`config.mk`:
```
export PLATFORM = sky130hd
export DESIGN_NAME = base32_stream_encoder_unit
export DESIGN_NICKNAME = d
export VERILOG_FILES = /design/src/b32e_pkg.sv /design/src/base32_stream_encoder_unit.sv /design/src/b32e_front.sv /design/src/b32e_fifo.sv /design/src/b32e_back.sv
export SDC_FILE = /design/constraint.sdc
export NUM_CORES = 1
export LEC_CHECK = 0
export ABC_AREA = 1
export ABC_CLOCK_PERIOD_IN_PS = 5500
export BUFFER_PORTS_ARGS = -buffer_cell sky130_fd_sc_hd__buf_2
export CORE_ASPECT_RATIO = 1.75
export CORE_MARGIN = 10
export CORE_UTILIZATION = 50
export CTS_CLUSTER_SIZE = 28
export DETAILED_ROUTE_END_ITERATION = 7
export GPL_TIMING_DRIVEN = 0
export PLACE_DENSITY = 0.7
export SYNTH_ARGS = -nofsm -noshare
export SYNTH_HDL_FRONTEND = slang
export SYNTH_SLANG_ARGS = --single-unit
```
`constraint.sdc`:
```
create_clock -name clk -period 5.5 [get_ports clk]
set_input_delay 0 -clock clk [delete_from_list [all_inputs] [get_ports clk]]
set_output_delay 0 -clock clk [all_outputs]
set_load 0.02 [all_outputs]
```
`src/b32e_pkg.sv`:
```
// Shared types, constants and the symbol-to-character function of the base32 encoder.
package b32e_pkg;

	localparam int unsigned BYTE_W = 8;
	localparam int unsigned SYM_W  = 5;
	localparam int unsigned CHAR_W = 7;

	localparam logic [CHAR_W-1:0] PAD_CHAR = 7'h3D;

	// One work unit passed from the front to the back: up to three symbols,
	// left-aligned in syms (first symbol in the top bits), and the padding to follow.
	typedef struct packed {
		logic [3*SYM_W-1:0] syms;
		logic [1:0]         nsym;
		logic [2:0]         npad;
		logic               last;
	} cmd_t;

	// Standard alphabet: A..Z for 0..25, then 2..7.
	function automatic logic [CHAR_W-1:0] sym_to_char(input logic [SYM_W-1:0] sym);
		logic [CHAR_W-1:0] ch;
		if (sym < 5'd26) begin
			ch = 7'h41 + {2'b00, sym};
		end else begin
			ch = 7'h32 + {2'b00, sym - 5'd26};
		end
		return ch;
	endfunction

endpackage

```
`src/base32_stream_encoder_unit.sv`:
```
// Top level of the streaming base32 encoder: front end, work queue and back end.
//
//  channel  | dir | handshake                    | payload
//  ---------+-----+------------------------------+-----------------------------------
//  s_axis   | in  | s_axis_tvalid/s_axis_tready  | tdata[7:0] data byte, tlast = last
//  m_axis   | out | m_axis_tvalid/m_axis_tready  | tdata[6:0] character, tlast = last
//
// Each input word yields one to three data characters and, on the last byte of a
// message, the '=' padding that brings the character count to a multiple of eight.
// The back end emits one character per cycle while m_axis_tready stays high, so a byte
// that does not end a message yields one or two characters, 1.6 on average since
// five bytes make eight characters, and the last byte of a message up to eight.
// The input side keeps accepting while the queue has room,
// and the registered output stage lets a waiting character sit without stopping
// the front end. The asynchronous reset clears the leftover bits, the counters,
// the queue and the output valid; no clearing pass is needed.
module base32_stream_encoder_unit
	import b32e_pkg::*;
#(
	parameter int unsigned FIFO_DEPTH = 2
) (
	input  logic       clk,
	input  logic       arst_n,
	input  logic       s_axis_tvalid,
	output logic       s_axis_tready,
	input  logic [7:0] s_axis_tdata,   // [7:0] in_byte
	input  logic       s_axis_tlast,   // in_last
	output logic       m_axis_tvalid,
	input  logic       m_axis_tready,
	output logic [7:0] m_axis_tdata,   // [6:0] out_char, [7] zero
	output logic       m_axis_tlast    // out_last
);

	cmd_t              front_cmd;
	cmd_t              head_cmd;
	logic              fifo_full;
	logic              fifo_not_empty;
	logic              fifo_pop;
	logic              accept;
	logic [CHAR_W-1:0] out_char;

	// A word is taken whenever the queue has room for its work unit.
	assign s_axis_tready = !fifo_full;
	assign accept        = s_axis_tvalid && s_axis_tready;

	b32e_front u_front (
		.clk     (clk),
		.arst_n  (arst_n),
		.accept  (accept),
		.in_byte (s_axis_tdata),
		.in_last (s_axis_tlast),
		.cmd     (front_cmd)
	);

	b32e_fifo #(
		.DEPTH (FIFO_DEPTH)
	) u_fifo (
		.clk       (clk),
		.arst_n    (arst_n),
		.push      (accept),
		.wr_cmd    (front_cmd),
		.full      (fifo_full),
		.pop       (fifo_pop),
		.not_empty (fifo_not_empty),
		.rd_cmd    (head_cmd)
	);

	b32e_back u_back (
		.clk        (clk),
		.arst_n     (arst_n),
		.head_valid (fifo_not_empty),
		.head       (head_cmd),
		.pop        (fifo_pop),
		.out_valid  (m_axis_tvalid),
		.out_ready  (m_axis_tready),
		.out_char   (out_char),
		.out_last   (m_axis_tlast)
	);

	assign m_axis_tdata = {1'b0, out_char};

endmodule

```
`src/b32e_front.sv`:
```
// Front end: accepts bytes, splits the bit stream into symbols and plans padding.
module b32e_front
	import b32e_pkg::*;
(
	input  logic              clk,
	input  logic              arst_n,
	input  logic              accept,
	input  logic [BYTE_W-1:0] in_byte,
	input  logic              in_last,
	output cmd_t              cmd
);

	logic [3:0]  lb_q;
	logic [2:0]  lc_q;
	logic [2:0]  cm_q;

	logic [11:0] aligned;
	logic        two_data;
	logic [2:0]  rem;
	logic        flush;
	logic [1:0]  nsym;
	logic [2:0]  cm_after;
	logic [2:0]  pad_raw;
	logic [3:0]  pad_max;
	logic [2:0]  pads;
	logic [3:0]  rem_mask;

	always_comb begin
		// Left-align the valid bits so the first symbol sits in the top five bits.
		aligned  = {lb_q, in_byte} << (3'd4 - lc_q);
		two_data = (lc_q >= 3'd2);
		rem      = two_data ? (lc_q - 3'd2) : (lc_q + 3'd3);
		flush    = in_last && (rem != 3'd0);
		nsym     = 2'd1 + {1'b0, two_data} + {1'b0, flush};
		cm_after = cm_q + {1'b0, nsym};
		pad_raw  = 3'd0 - cm_after;
		pad_max  = 4'd8 - {2'b00, nsym};
		if (!in_last) begin
			pads = 3'd0;
		end else if ({1'b0, pad_raw} > pad_max) begin
			pads = pad_max[2:0];
		end else begin
			pads = pad_raw;
		end
		// With four bits left over the shift clears the mask and the subtraction
		// wraps it to all ones.
		rem_mask = (4'd1 << rem) - 4'd1;
		cmd.syms = {aligned, 3'b000};
		cmd.nsym = nsym;
		cmd.npad = pads;
		cmd.last = in_last;
	end

	always_ff @(posedge clk or negedge arst_n) begin
		if (!arst_n) begin
			lb_q <= '0;
			lc_q <= '0;
			cm_q <= '0;
		end else if (accept) begin
			if (in_last) begin
				lb_q <= '0;
				lc_q <= '0;
				cm_q <= '0;
			end else begin
				lb_q <= in_byte[3:0] & rem_mask;
				lc_q <= rem;
				cm_q <= cm_after;
			end
		end
	end

endmodule

```
`src/b32e_fifo.sv`:
```
// Small register queue of work units between the front and the back.
module b32e_fifo
	import b32e_pkg::*;
#(
	parameter int unsigned DEPTH = 2
) (
	input  logic clk,
	input  logic arst_n,
	input  logic push,
	input  cmd_t wr_cmd,
	output logic full,
	input  logic pop,
	output logic not_empty,
	output cmd_t rd_cmd
);

	localparam int unsigned PTR_W = (DEPTH > 1) ? $clog2(DEPTH) : 1;
	localparam int unsigned CNT_W = $clog2(DEPTH + 1);
	localparam logic [PTR_W-1:0] LAST_PTR = PTR_W'(DEPTH - 1);
	localparam logic [CNT_W-1:0] FULL_CNT = CNT_W'(DEPTH);

	cmd_t             mem_q [DEPTH];
	logic [PTR_W-1:0] wr_ptr_q;
	logic [PTR_W-1:0] rd_ptr_q;
	logic [CNT_W-1:0] count_q;

	assign full      = (count_q == FULL_CNT);
	assign not_empty = (count_q != '0);
	assign rd_cmd    = mem_q[rd_ptr_q];

	always_ff @(posedge clk) begin
		if (push) begin
			mem_q[wr_ptr_q] <= wr_cmd;
		end
	end

	always_ff @(posedge clk or negedge arst_n) begin
		if (!arst_n) begin
			wr_ptr_q <= '0;
			rd_ptr_q <= '0;
			count_q  <= '0;
		end else begin
			if (push) begin
				wr_ptr_q <= (wr_ptr_q == LAST_PTR) ? '0 : wr_ptr_q + 1'b1;
			end
			if (pop) begin
				rd_ptr_q <= (rd_ptr_q == LAST_PTR) ? '0 : rd_ptr_q + 1'b1;
			end
			if (push && !pop) begin
				count_q <= count_q + 1'b1;
			end else if (pop && !push) begin
				count_q <= count_q - 1'b1;
			end
		end
	end

endmodule

```
`src/b32e_back.sv`:
```
// Back end: expands work units into registered characters, one per cycle unless stalled.
module b32e_back
	import b32e_pkg::*;
(
	input  logic              clk,
	input  logic              arst_n,
	input  logic              head_valid,
	input  cmd_t              head,
	output logic              pop,
	output logic              out_valid,
	input  logic              out_ready,
	output logic [CHAR_W-1:0] out_char,
	output logic              out_last
);

	logic [2:0]        idx_q;
	logic              valid_q;
	logic [CHAR_W-1:0] char_q;
	logic              last_q;

	logic [3:0]        total;
	logic              is_end;
	logic              load;
	logic [SYM_W-1:0]  sym;
	logic [CHAR_W-1:0] next_char;

	always_comb begin
		total  = {2'b00, head.nsym} + {1'b0, head.npad};
		is_end = ({1'b0, idx_q} == (total - 4'd1));
		load   = head_valid && (!valid_q || out_ready);
		case (idx_q)
			3'd0:    sym = head.syms[14:10];
			3'd1:    sym = head.syms[9:5];
			default: sym = head.syms[4:0];
		endcase
		next_char = (idx_q < {1'b0, head.nsym}) ? sym_to_char(sym) : PAD_CHAR;
		pop       = load && is_end;
	end

	assign out_valid = valid_q;
	assign out_char  = char_q;
	assign out_last  = last_q;

	always_ff @(posedge clk) begin
		if (load) begin
			char_q <= next_char;
			last_q <= head.last && is_end;
		end
	end

	always_ff @(posedge clk or negedge arst_n) begin
		if (!arst_n) begin
			idx_q   <= '0;
			valid_q <= 1'b0;
		end else begin
			if (load) begin
				idx_q   <= is_end ? 3'd0 : idx_q + 3'd1;
				valid_q <= 1'b1;
			end else if (out_ready) begin
				valid_q <= 1'b0;
			end
		end
	end

endmodule

```
-- After elaboration in Yosys (flattened, before gate mapping)
Memory sizes are Yosys's and may differ from the RTL's.
Index checks and enable logic that the tools add are counted.
- add/subtract/negate cells: 19
- $lt $le $gt $ge: 4
- eq/ne operators: 3
- shift-type cells: 2
- mux-type cells: 17
- bitwise gates (word level): 1
- reduce and logical (&&, ||, !) cells: 17
- operators with widths (kind ; number):
    $mux 3 ; 6
    $shl 12x3->12 ; 1
    $pmux 5 s2 ; 1
    $sub 4x1->4 const B ; 2
    $add 6x5->7 const A ; 1
    $add 7x5->7 const A ; 1
    $logic_and 1x1->1 ; 7
    $mux 7 ; 1
    $mux 1 ; 6
    $reduce_bool 2->1 ; 3
    $lt 5x5->1 const B ; 1
    $sub 5x5->5 const B ; 1
    $add 2x3->4 ; 1
    $and 4x4->4 ; 1
    $eq 3x4->1 ; 1
    $gt 3x4->1 ; 1
    $logic_not 1->1 ; 4
    $mux 2 ; 2
    $mux 4 ; 1
    $shl 1x3->4 const A ; 1
    $sub 4x2->4 const A ; 1
    $add 3x1->3 const B ; 1
    $add 3x2->3 ; 1
    $add 3x2->3 const B ; 1
    15 further kinds ; 16
- register bits after elaboration: 26
- bits in writable memories: 36
- input port bits: 13
- word-level logic and storage cells: 74
- memories: 1
- memories (memory ; depth ; width ; read ports ; clocked after memory_dff ; write ports ; RTL line ; text):
    u_fifo.mem_q ; 2 ; 18 ; 1 ; 0 ; 1 ; b32e_fifo.sv:22 ; cmd_t mem_q [DEPTH];

-- Longest topological paths before layout
Gate-level depths: netlist of run 1.
- word-level depth: 10
- mapped depth: 23
- gate-level depth less buffers: 22

-- By module
From an unflattened synthesis of run 1, not the netlist that was laid out.
- cells, all modules: 411
- area total of the unflattened synthesis: 3971.3 um2
- by module, submodules not included (module ; times used ; cells each ; area an instance (um2) ; sequential area each (um2)):
    b32e_fifo ; 1 ; 90 ; 1726.7 ; 1361.3
    b32e_front ; 1 ; 172 ; 1156.1 ; 250.2
    b32e_back ; 1 ; 144 ; 1063.5 ; 340.3
    base32_stream_encoder_unit ; 1 ; 5 ; 25.0 ; 0.0

-- Worst setup path after synthesis of run 1
Ideal clock, no wire load.
- path kind: flip-flop to flip-flop
- from: register u_front.lc_q[0]
- to: memory u_fifo.mem_q[0][1] in the netlist's numbering (data pin)
- setup time: 256 ps
- arrival: 3582 ps
- data required time: 5244 ps
- setup slack: 1662 ps
- stages on the path, launching flop included: 22
- cell sequence: dfrtp_1 > inv_1 > buf_2 > ha_1 > a21oi_2 > nand2_1 > nand2_2 > nand3_2 > nand2_2 > inv_1 > ha_1 > inv_1 > ha_1 > fa_1 > inv_1 > ha_1 > ha_1 > a21oi_1 > nor3_1 > nand3_1 > nand2_1 > nor2_1
- RTL lines (item ; RTL line ; text):
    start, declared ; b32e_front.sv:14 ; logic [2:0] lc_q;
    start signal, assigned ; b32e_front.sv:66 ; lc_q <= rem;
    end, declared ; b32e_fifo.sv:22 ;

==> impl_metrics.ini, run 1 <==
[clock_tree]
clk_pin_slew_ns = 0.05
cts-root-buf = clkbuf_16
ctsLongestPathBuffers = 2
clock_latency_ns = 0.33
cts_max_level = 3
cts_made_buffers = 9
tritoncts = built
cts.sinks = 62
post_cts_resized = 0

[floorplan]
die_w_microns = 83.4
start_util = 0.514
die_h_microns = 131
io_pins = 24
core_area_sq_um = 6860
num_rows = 40
dieArea_sq_um = 10900

[worst_hold_path]
worst_hold_startpoint = m_axis_tready
holdPathEnd = u_back.out_valid
hold_path_depth = 3
hold_class = input port to flop

[routing]
vias_per_cell = 5.21
postRouteAntennaNets = 0
drt_iter0_markers = 130
drc = 0
drt-total-wl_mm = 6.95
firstDrtPassIters = 4
wl_per_cell_microns = 13.8
vias = 2632

[status]
status = finished, final reports clean

[sta]
setup_slack_ns = 1.12
setup_viol = 0
rsz0062_at_grt = false
relSlewSlack = 0.379
post-route-period-util = 0.796
skew_ns = 0.00721
maxSlewViolCount = 0
min_period_ns = 4.38
hold_viol = 0
worstMarginPinSlew_ns = 0.930
max_clock_freq_mhz = 229
finalSetupTns_ns = 0

[setup_path]
reg2reg_to = u_fifo.mem_q[1][1]
startpoint_type = flop
arrival_ns = 4.46
r2r_start = u_front.lc_q[0]
crit_type = flop to flop
rr_worst_depth = 21
cp.required_ns = 5.59
r2r_slack_ns = 1.12
end_kind = flop
cp_max_fo = 11

[yosys]
synth_area_per_cell_sq_um = 9.37
synth-seq-cells = 62
synthCells = 376
synthesis.area_sq_um = 3520
syn_nets = 411
ys_warn_count = 0
synthDistinctLibCells = 37
ys_seq_area_frac = 0.503

[grt]
grt_use_total = 0.135
antenna_found_initial = 0
grt_overflow = 0
grt_pass1_wl_mm = 11.9
grt_pass1_vias = 2675
grt_max_degree = 20

[placed_design]
gp_congestion = 0.884
portBuffers = 22
pre_cts_ws_ns = 1.17
place_inst = 483
hpwl_mm = 5.38

[finish]
n_antenna_cell = 0
mostFrequentLayoutCells = nand2_1 (85), edfxtp_1 (44), inv_1 (36)
area_growth_pct = 16.4
final_common_cell = nand2_1
final_cell_count_no_fill = 505
nets = 451
drive_gt1_frac = 0.173
num-fill-cells = 573

[flow_run]
max_cap_violations = 0
## worst max-delay path by stage
stage,from,slack (ns),to
detailed placement,u_front.lc_q[0],1.17,u_fifo.mem_q[1][1]
global placement,u_front.lc_q[0],1.29,u_fifo.mem_q[1][1]
floorplan,u_front.lc_q[0],1.66,u_fifo.mem_q[0][1]
CTS,u_front.lc_q[0],1.15,u_fifo.mem_q[1][1]
global route,u_front.lc_q[0],0.78,u_fifo.mem_q[1][1]
finish,u_front.lc_q[0],1.12,u_fifo.mem_q[1][1]
## repair_timing
action	4_1_cts	5_1_grt
hold buffers	6	0
endpoints found under the hold margin	24	0
setup buffers	0	0
## flip-flops by register name (all words and copies together), names as in the netlist, 2 cells and up
register         cells
u_front.lc_q         3
u_back.out_char      7
u_front.lb_q         4
u_fifo.mem_q        36
u_back.idx_q         3
u_front.cm_q         3
u_fifo.count_q       2
## cells by family after synthesis
kind of cell	count (synthesis)	synth area share
DFF	62	0.503
and+or+nand+nor	165	0.210
xor gates and xnor gates	11	0.0274
other	1	0.00106
AOI/OAI and AO/OA	57	0.0913
adders and majority gates	22	0.0824
muxes	7	0.0199
buffers and inverters	51	0.0647
## layout make-up
type,count,area (sq um),area share
multi-input cells,263,1530,0.372
clock buffers,10,229,0.0559
flip-flops and latches,62,1770,0.432
clock inverters,6,62.6,0.0153
plain buffers,10,73.8,0.0180
well taps,84,105,0.0256
inverters,41,154,0.0375
repair buffers,29,178,0.0433
## Yosys cell counts
cell type / number / area [sq um]
o21ai_1: 3 / 15.0
o21ai_2: 2 / 17.5
o21ai_0: 31 / 155
inv_1: 36 / 135
nand2_1: 85 / 319
buf_2: 2 / 10.0
or2_1: 1 / 6.26
o211ai_1: 4 / 30.0
a21oi_2: 2 / 17.5
mux2i_1: 7 / 70.1
clkbuf_1: 3 / 11.3
or2_2: 3 / 18.8
nor2_4: 1 / 11.3
o22ai_1: 5 / 31.3
nand4_2: 1 / 12.5
clkinv_1: 1 / 3.75
nand4_1: 3 / 18.8
nand3b_1: 1 / 7.51
a32o_1: 1 / 10.0
conb_1: 1 / 3.75
nand2_2: 9 / 56.3
or2_4: 1 / 8.76
buf_6: 4 / 45.0
xor2_1: 5 / 43.8
a21oi_1: 9 / 45.0
edfxtp_1: 44 / 1320
nand3_2: 3 / 30.0
nor2_1: 29 / 109
dfrtp_1: 18 / 450
buf_4: 1 / 7.51
inv_2: 4 / 15.0
ha_1: 20 / 250
nor3_1: 3 / 15.0
xnor2_1: 6 / 52.6
nand3_1: 23 / 115
fa_1: 2 / 40.0
nor2_2: 2 / 12.5
## critical path, cell delays in order (launching register included)
cell,delay [ns]
dfrtp_1,0.46
inv_1,0.08
buf_2,0.20
ha_1,0.25
a21oi_2,0.21
nand2_1,0.11
nand2_2,0.09
nand3_2,0.11
nand2_2,0.10
inv_1,0.04
ha_1,0.30
inv_1,0.07
ha_1,0.22
fa_1,0.49
inv_1,0.05
ha_1,0.32
ha_1,0.29
a21oi_1,0.06
nor3_1,0.40
nand3_1,0.14
nand2_1,0.09
nor2_1,0.05
## per-layer routing
layer	routed length, microns	part of all wire	track usage
met3	235	0.034	0.0353
met2	3840	0.55	0.259
met1	2600	0.37	0.121
met5	0	0	0
met4	268	0.039	0.0930
## stage by stage
| stage | util | hold slack [ns] | area, sq um |
|---|---|---|---|
| 2_1_floorplan | - | -0.296 | 3520 |
| 5_1_grt | 0.598 | 0.102 | 4100 |
| 3_5_place_dp | 0.547 | -0.0326 | 3750 |
| 3_3_place_gp | 0.545 | -0.0312 | 3740 |
| 4_1_cts | 0.598 | 0.0715 | 4100 |
| 6_report | 0.598 | 0.0734 | 4100 |
Power of run 1 is not shown: default switching activity piles up to over one toggle a cycle in this logic, so the estimate is an artifact.
==> run 2, diff against run 1 <==
--- a/config.mk
+++ b/config.mk
@@ -5,8 +5,8 @@
 export SDC_FILE = /design/constraint.sdc
 export NUM_CORES = 1
 export LEC_CHECK = 0
-export ABC_AREA = 1
-export ABC_CLOCK_PERIOD_IN_PS = 5500
+export ABC_AREA = 0
+export ABC_CLOCK_PERIOD_IN_PS = 3800
 export BUFFER_PORTS_ARGS = -buffer_cell sky130_fd_sc_hd__buf_2
 export CORE_ASPECT_RATIO = 1.75
 export CORE_MARGIN = 10
@@ -14,7 +14,7 @@
 export CTS_CLUSTER_SIZE = 28
 export DETAILED_ROUTE_END_ITERATION = 7
 export GPL_TIMING_DRIVEN = 0
-export PLACE_DENSITY = 0.7
+export PLACE_DENSITY = 0.73
 export SYNTH_ARGS = -nofsm -noshare
 export SYNTH_HDL_FRONTEND = slang
 export SYNTH_SLANG_ARGS = --single-unit
==> constraint.sdc (replaced) <==
create_clock -name clk -period 3.8 [get_ports clk]
set_input_delay 0 -clock clk [delete_from_list [all_inputs] [get_ports clk]]
set_output_delay 0 -clock clk [all_outputs]
set_load 0.02 [all_outputs]
==> run 2 against run 1 <==
The run now ends with negative setup slack left. Global-route usage grew 1.0 points. Count of clock-buffer cells in the layout unchanged. Cell count is 9.7% lower. Routed wire length is 15% higher. Critical path type unchanged. Via count fell by 1.7%. Maximum frequency grew 10%. Worst hold slack better by 0.033 ns. Final area rose by 9.3%. Die area shrank 0.14%. Highest routed layer unchanged. Core utilization grew 5.5 points.
==> impl_metrics.ini, run 2 <==
[routing]
vias_per_cell = 5.67
drt-total-wl_mm = 8.01
drc = 0
wl_per_cell_microns = 17.6
firstDrtPassIters = 4
postRouteAntennaNets = 0
vias = 2587
drt_iter0_markers = 160

[sta]
rsz0062_at_grt = true
skew_ns = 0.00345
relSlewSlack = 0.414
max_clock_freq_mhz = 253
post-route-period-util = 1.04
setup_viol = 4
setup_slack_ns = -0.160
maxSlewViolCount = 0
min_period_ns = 3.96
worstMarginPinSlew_ns = 0.878
hold_slack_ns = 0.106
hold_viol = 0

[finish]
n_antenna_cell = 0
largest_reg_flops = 36
final_common_cell = edfxtp_1
final_cell_count_no_fill = 456
num-fill-cells = 500
drive_gt1_frac = 0.288
mostFrequentLayoutCells = edfxtp_1 (44), buf_4 (32), buf_2 (23)
nets = 402
area_growth_pct = 27.4
largest_register = u_fifo.mem_q

[worst_hold_path]
hold_class = input port to flop

[floorplan]
die_h_microns = 131
die_w_microns = 83.4
core_area_sq_um = 6860
io_pins = 24
dieArea_sq_um = 10900
num_rows = 40
start_util = 0.513

[yosys]
synth.area.top_cells = edfxtp_1 (38%), dfrtp_1 (13%), ha_1 (7.1%)
yosysMostFrequentCell = edfxtp_1
synth_edf_count = 44
synth-seq-cells = 62
yosysTopAreaCellShare = 0.376
synthesis.area_sq_um = 3520
synthDistinctLibCells = 51
ys.flop_type = edfxtp_1
synth_area_per_cell_sq_um = 11.6
synthCells = 304
ys_warn_count = 0
synthArstFlopShare = 0.290
synth_top_cell_by_area = edfxtp_1
ys_seq_area_frac = 0.504
syn_nets = 339
synth_commonest_cells = edfxtp_1 (44), mux2i_1 (22), nand2_1 (22)

[setup_path]
cp_max_fo = 4
cp.required_ns = 3.88
crit_type = flop to flop
end_kind = flop
arrival_ns = 4.03
startpoint_type = flop

[grt]
grt_use_total = 0.146
grt_max_degree = 20
antenna_found_initial = 0
grt_pass1_wl_mm = 12.7
grt_overflow = 0
grt_pass1_vias = 2710

[clock_tree]
ctsLongestPathBuffers = 2
cts_made_buffers = 9
cts_max_level = 3
clk_pin_slew_ns = 0.05
clock_latency_ns = 0.33
tritoncts = built
cts.sinks = 62
cts-root-buf = clkbuf_16

[placed_design]
pre_cts_ws_ns = -0.736
place_inst = 411
gp_congestion = 0.905
hpwl_mm = 5.57
portBuffers = 22

[status]
violations = negative setup slack
status = complete, but fails checks

[flow_run]
max_cap_violations = 0
[run 2: cell types whose count changed after synthesis, sizes merged, moves of 15 or more]
cell and delta:
nand2 -72, nand3 -22, o21ai -21, inv -19, nor2 -16, mux2i +15
[run 2: worst paths after layout]
kind | start | end | slack [ns] | cells past startpoint
max in group asynchronous | arst_n | u_front.lc_q[2] | 3.31 | 2
min in group asynchronous | arst_n | u_front.cm_q[0] | 0.15 | 2
min reg2reg | u_back.out_valid | u_back.out_valid | 0.51 | 2
max | u_front.lc_q[1] | u_fifo.mem_q[1][2] | -0.16 | 19
max reg2reg | u_front.lc_q[1] | u_fifo.mem_q[1][2] | -0.16 | 19
min | s_axis_tdata[0] | u_fifo.mem_q[0][6] | 0.11 | 2
[run 2: logic make-up after synthesis]
logic type | share of synthesized area
simple gates | 0.103
compound gates | 0.128
mux | 0.0851
flops | 0.504
buf+inv | 0.0434
other cells | 0.00107
fa+ha+maj | 0.0826
xor+xnor | 0.0534
[run 2: routing by layer]
metal | up-vias | routed length (microns) | part of all wire | track usage
met4 | 0 | 316 | 0.039 | 0.0976
met3 | 24 | 253 | 0.032 | 0.0415
met2 | 62 | 4570 | 0.57 | 0.281
met1 | 1256 | 2870 | 0.36 | 0.126
li1 | 1245 | - | - | -
met5 | - | 0 | 0 | 0
[run 2: metrics by stage]
stage / TNS, ns / instance area (sq um) / util
after floorplan: -1.32 / 3620 / -
after global placement: -2.58 / 3830 / 0.559
after detailed placement: -2.95 / 3840 / 0.560
after CTS: -0.658 / 4410 / 0.643
after global routing: -0.938 / 4480 / 0.653
final: -0.579 / 4480 / 0.653
[run 2: critical path, cell delays in order (launching register included)]
cell and delay (ns):
dfrtp_2 0.45, inv_4 0.10, ha_4 0.17, xor2_4 0.16, and3_4 0.21, nand3_2 0.09, o21a_1 0.14, and2_4 0.16
ha_4 0.27, inv_4 0.04, ha_4 0.15, fa_1 0.50, inv_2 0.06, ha_4 0.23, ha_4 0.26, nor2b_4 0.14
o221ai_4 0.12, a41oi_2 0.22, nand2_1 0.09, o211a_1 0.15
[run 2: area by class of cell]
type                    instances  area, sq um  area share
plain buffers                  10         50.0      0.0112
clock buffers                  10          239      0.0534
clock inverters                 6         85.1      0.0190
inverters                      21         93.8      0.0209
multi-input cells             206         1740       0.389
flip-flops and latches         62         1780       0.396
well taps                      84          105      0.0235
repair buffers                 57          388      0.0866
[run 2: timing repair]
item / CTS / global route
pin swaps: 9 / 10
hold buffers: 6 / 0
hold endpoints to repair: 24 / 0
gates resized for setup: 14 / 7
endpoints found under the setup margin: 6 / 4
gates cloned: 0 / 0
setup buffers: 21 / 7
Power of run 2 is left out for the same reason.
==> run 3, diff against run 2 <==
--- a/config.mk
+++ b/config.mk
@@ -14,7 +14,9 @@
 export CTS_CLUSTER_SIZE = 28
 export DETAILED_ROUTE_END_ITERATION = 7
 export GPL_TIMING_DRIVEN = 0
-export PLACE_DENSITY = 0.73
+export MAX_ROUTING_LAYER = met4
+export PLACE_DENSITY = 0.72
 export SYNTH_ARGS = -nofsm -noshare
 export SYNTH_HDL_FRONTEND = slang
+export SYNTH_HIERARCHICAL = 1
 export SYNTH_SLANG_ARGS = --single-unit
==> run 3 against run 2 <==
Core utilization decreased by 2.8 points. Global-route usage decreased by 0.089 points. Largest cell class is now multi-input combinational cells. Clock skew increased by 0.0047 ns. Cell count increased by 7.7%. Sequential cell count increased by 6. Worst hold slack got worse by 0.036 ns. Critical path depth unchanged. Via count increased by 6.8%. Maximum frequency decreased by 5.5%. Routed wire length increased by 5.1%. The flow still finishes with violations (negative setup slack). Count of clock-buffer cells in the layout increased by 2. Register-to-register slack got worse by 0.23 ns.
==> impl_metrics.ini, run 3 <==
[floorplan]
start_util = 0.512
num_rows = 43
die_h_microns = 139
core_area_sq_um = 7910
die_w_microns = 88.0
dieArea_sq_um = 12200
io_pins = 24

[routing]
postRouteAntennaNets = 0
drt_iter0_markers = 75
drt-total-wl_mm = 8.42
wl_per_cell_microns = 17.1
drc = 0
firstDrtPassIters = 6
vias = 2763
vias_per_cell = 5.63

[placed_design]
place_inst = 455
gp_congestion = 0.826
hpwl_mm = 5.90
portBuffers = 22

[sta]
max_clock_freq_mhz = 239
maxSlewViolCount = 0
hold_viol = 0
finalSetupTns_ns = -1.55
post-route-period-util = 1.10
skew_ns = 0.00814
min_period_ns = 4.19
relSlewSlack = 0.374
setup_viol = 4
setup_slack_ns = -0.389
worstMarginPinSlew_ns = 0.938
rsz0062_at_grt = true

[yosys]
yosysMostFrequentCell = edfxtp_1
yosysTopAreaCellShare = 0.371
synth_top_cell_by_area = edfxtp_1
synth_commonest_cells = edfxtp_1 (50), nand2_1 (28), inv_1 (26), mux2_2 (26), ha_1 (23)
synth_area_per_cell_sq_um = 11.9
ys_seq_area_frac = 0.482
synthDistinctLibCells = 59
synthArstFlopShare = 0.265
synth.area.top_cells = edfxtp_1 (37%), dfrtp_1 (11%), mux2_2 (7.2%)
ys_warn_count = 6
synth_edf_count = 50
synth-seq-cells = 68
synthesis.area_sq_um = 4050
synthCells = 340
ys.flop_type = edfxtp_1

[grt]
grt_overflow = 0
antenna_found_initial = 0
grt_max_degree = 22
grt_pass1_wl_mm = 13.7
grt_pass1_vias = 2839
grt_use_total = 0.145

[flow_run]
max_cap_violations = 0

[finish]
final_cell_count_no_fill = 491
largest_register = u_fifo/mem_q
num-fill-cells = 601
n_antenna_cell = 0
mostFrequentLayoutCells = edfxtp_1 (50), nand2_1 (27), mux2_2 (26)
nets = 434
largest_reg_flops = 42
area.sequential_sq_um = 1950
area_growth_pct = 22.2
drive_gt1_frac = 0.327
multi_input_area_sq_um = 2020
final_common_cell = edfxtp_1

[clock_tree]
clock_latency_ns = 0.33
cts.sinks = 68
cts_max_level = 3
ctsLongestPathBuffers = 2
cts_made_buffers = 9
tritoncts = built
cts-root-buf = clkbuf_16
clk_pin_slew_ns = 0.06

[status]
violations = negative setup slack
status = complete, but fails checks

[setup_path]
crit_type = flop to flop
cp_max_fo = 4
end_kind = flop
arrival_ns = 4.34
cp.required_ns = 3.95
startpoint_type = flop

[worst_hold_path]
hold_class = input port to flop
run 3: kinds of logic after synthesis:
family | share of synthesized area
compound gates | 0.132
xor+xnor | 0.0411
fa+ha+maj | 0.0810
buf+inv | 0.0557
flops | 0.482
mux | 0.0977
other cells | 0.00186
simple gates | 0.108
run 3: metal layers:
layer / global-route usage / up-vias / wire [microns]
met5: - / - / 0
met4: 0.0641 / 0 / 192
met3: 0.0318 / 12 / 311
met2: 0.256 / 82 / 4810
met1: 0.144 / 1335 / 3100
li1: - / 1334 / -
run 3: worst max-delay path: stages (launching register included):
cell and delay, ns:
dfrtp_1 0.37, buf_6 0.12, clkinvlp_4 0.14, ha_4 0.21, and4b_4 0.31, a31oi_2 0.05, o221ai_4 0.23, nand2_2 0.10
and2_4 0.18, ha_4 0.22, inv_4 0.06, ha_4 0.11, inv_2 0.04, fa_2 0.60, ha_4 0.22, ha_4 0.26
nor2b_4 0.14, o221ai_4 0.11, a311oi_2 0.28, mux2i_1 0.26
run 3: area by class of cell:
| class | instances | area share |
|---|---|---|
| clock inverters | 4 | 0.0144 |
| plain buffers | 17 | 0.0268 |
| repair buffers | 43 | 0.0577 |
| clock buffers | 12 | 0.0519 |
| flip-flops and latches | 68 | 0.395 |
| inverters | 28 | 0.0225 |
| well taps | 90 | 0.0228 |
| multi-input cells | 229 | 0.409 |
run 3: per-stage QoR:
step | worst slack (ns) | instance area (sq um) | utilization | hold WS [ns]
6_report | -0.389 | 4940 | 0.625 | 0.0696
5_1_grt | -0.509 | 4940 | 0.625 | 0.0537
4_1_cts | -0.303 | 4860 | 0.614 | 0.0283
3_5_place_dp | -0.775 | 4370 | 0.552 | -0.0190
3_3_place_gp | -0.716 | 4350 | 0.550 | -0.0273
2_1_floorplan | -0.320 | 4130 | - | -0.296
run 3: what timing repair did:
item	in CTS	in global routing
setup buffers	8	8
hold buffers	4	0
pin swaps	6	6
resized for setup	9	7
setup endpoints to repair	6	5
hold endpoints to repair	21	0
run 3: final timing paths:
path / from / end / slack (ns) / cells after the start
min in group asynchronous: arst_n / u_front/lb_q[1] / 0.16 / 2
worst max register to register: u_front/lc_q[0] / u_fifo/mem_q[1][2] / -0.39 / 19
max in group asynchronous: arst_n / u_front/lc_q[1] / 3.31 / 2
worst min-delay path: s_axis_tdata[2] / u_front/lb_q[2] / 0.07 / 3
worst min register to register: u_fifo/count_q[1] / u_fifo/count_q[1] / 0.49 / 1
worst max-delay path: u_front/lc_q[0] / u_fifo/mem_q[1][2] / -0.39 / 19
Power of run 3 is left out for the same reason.
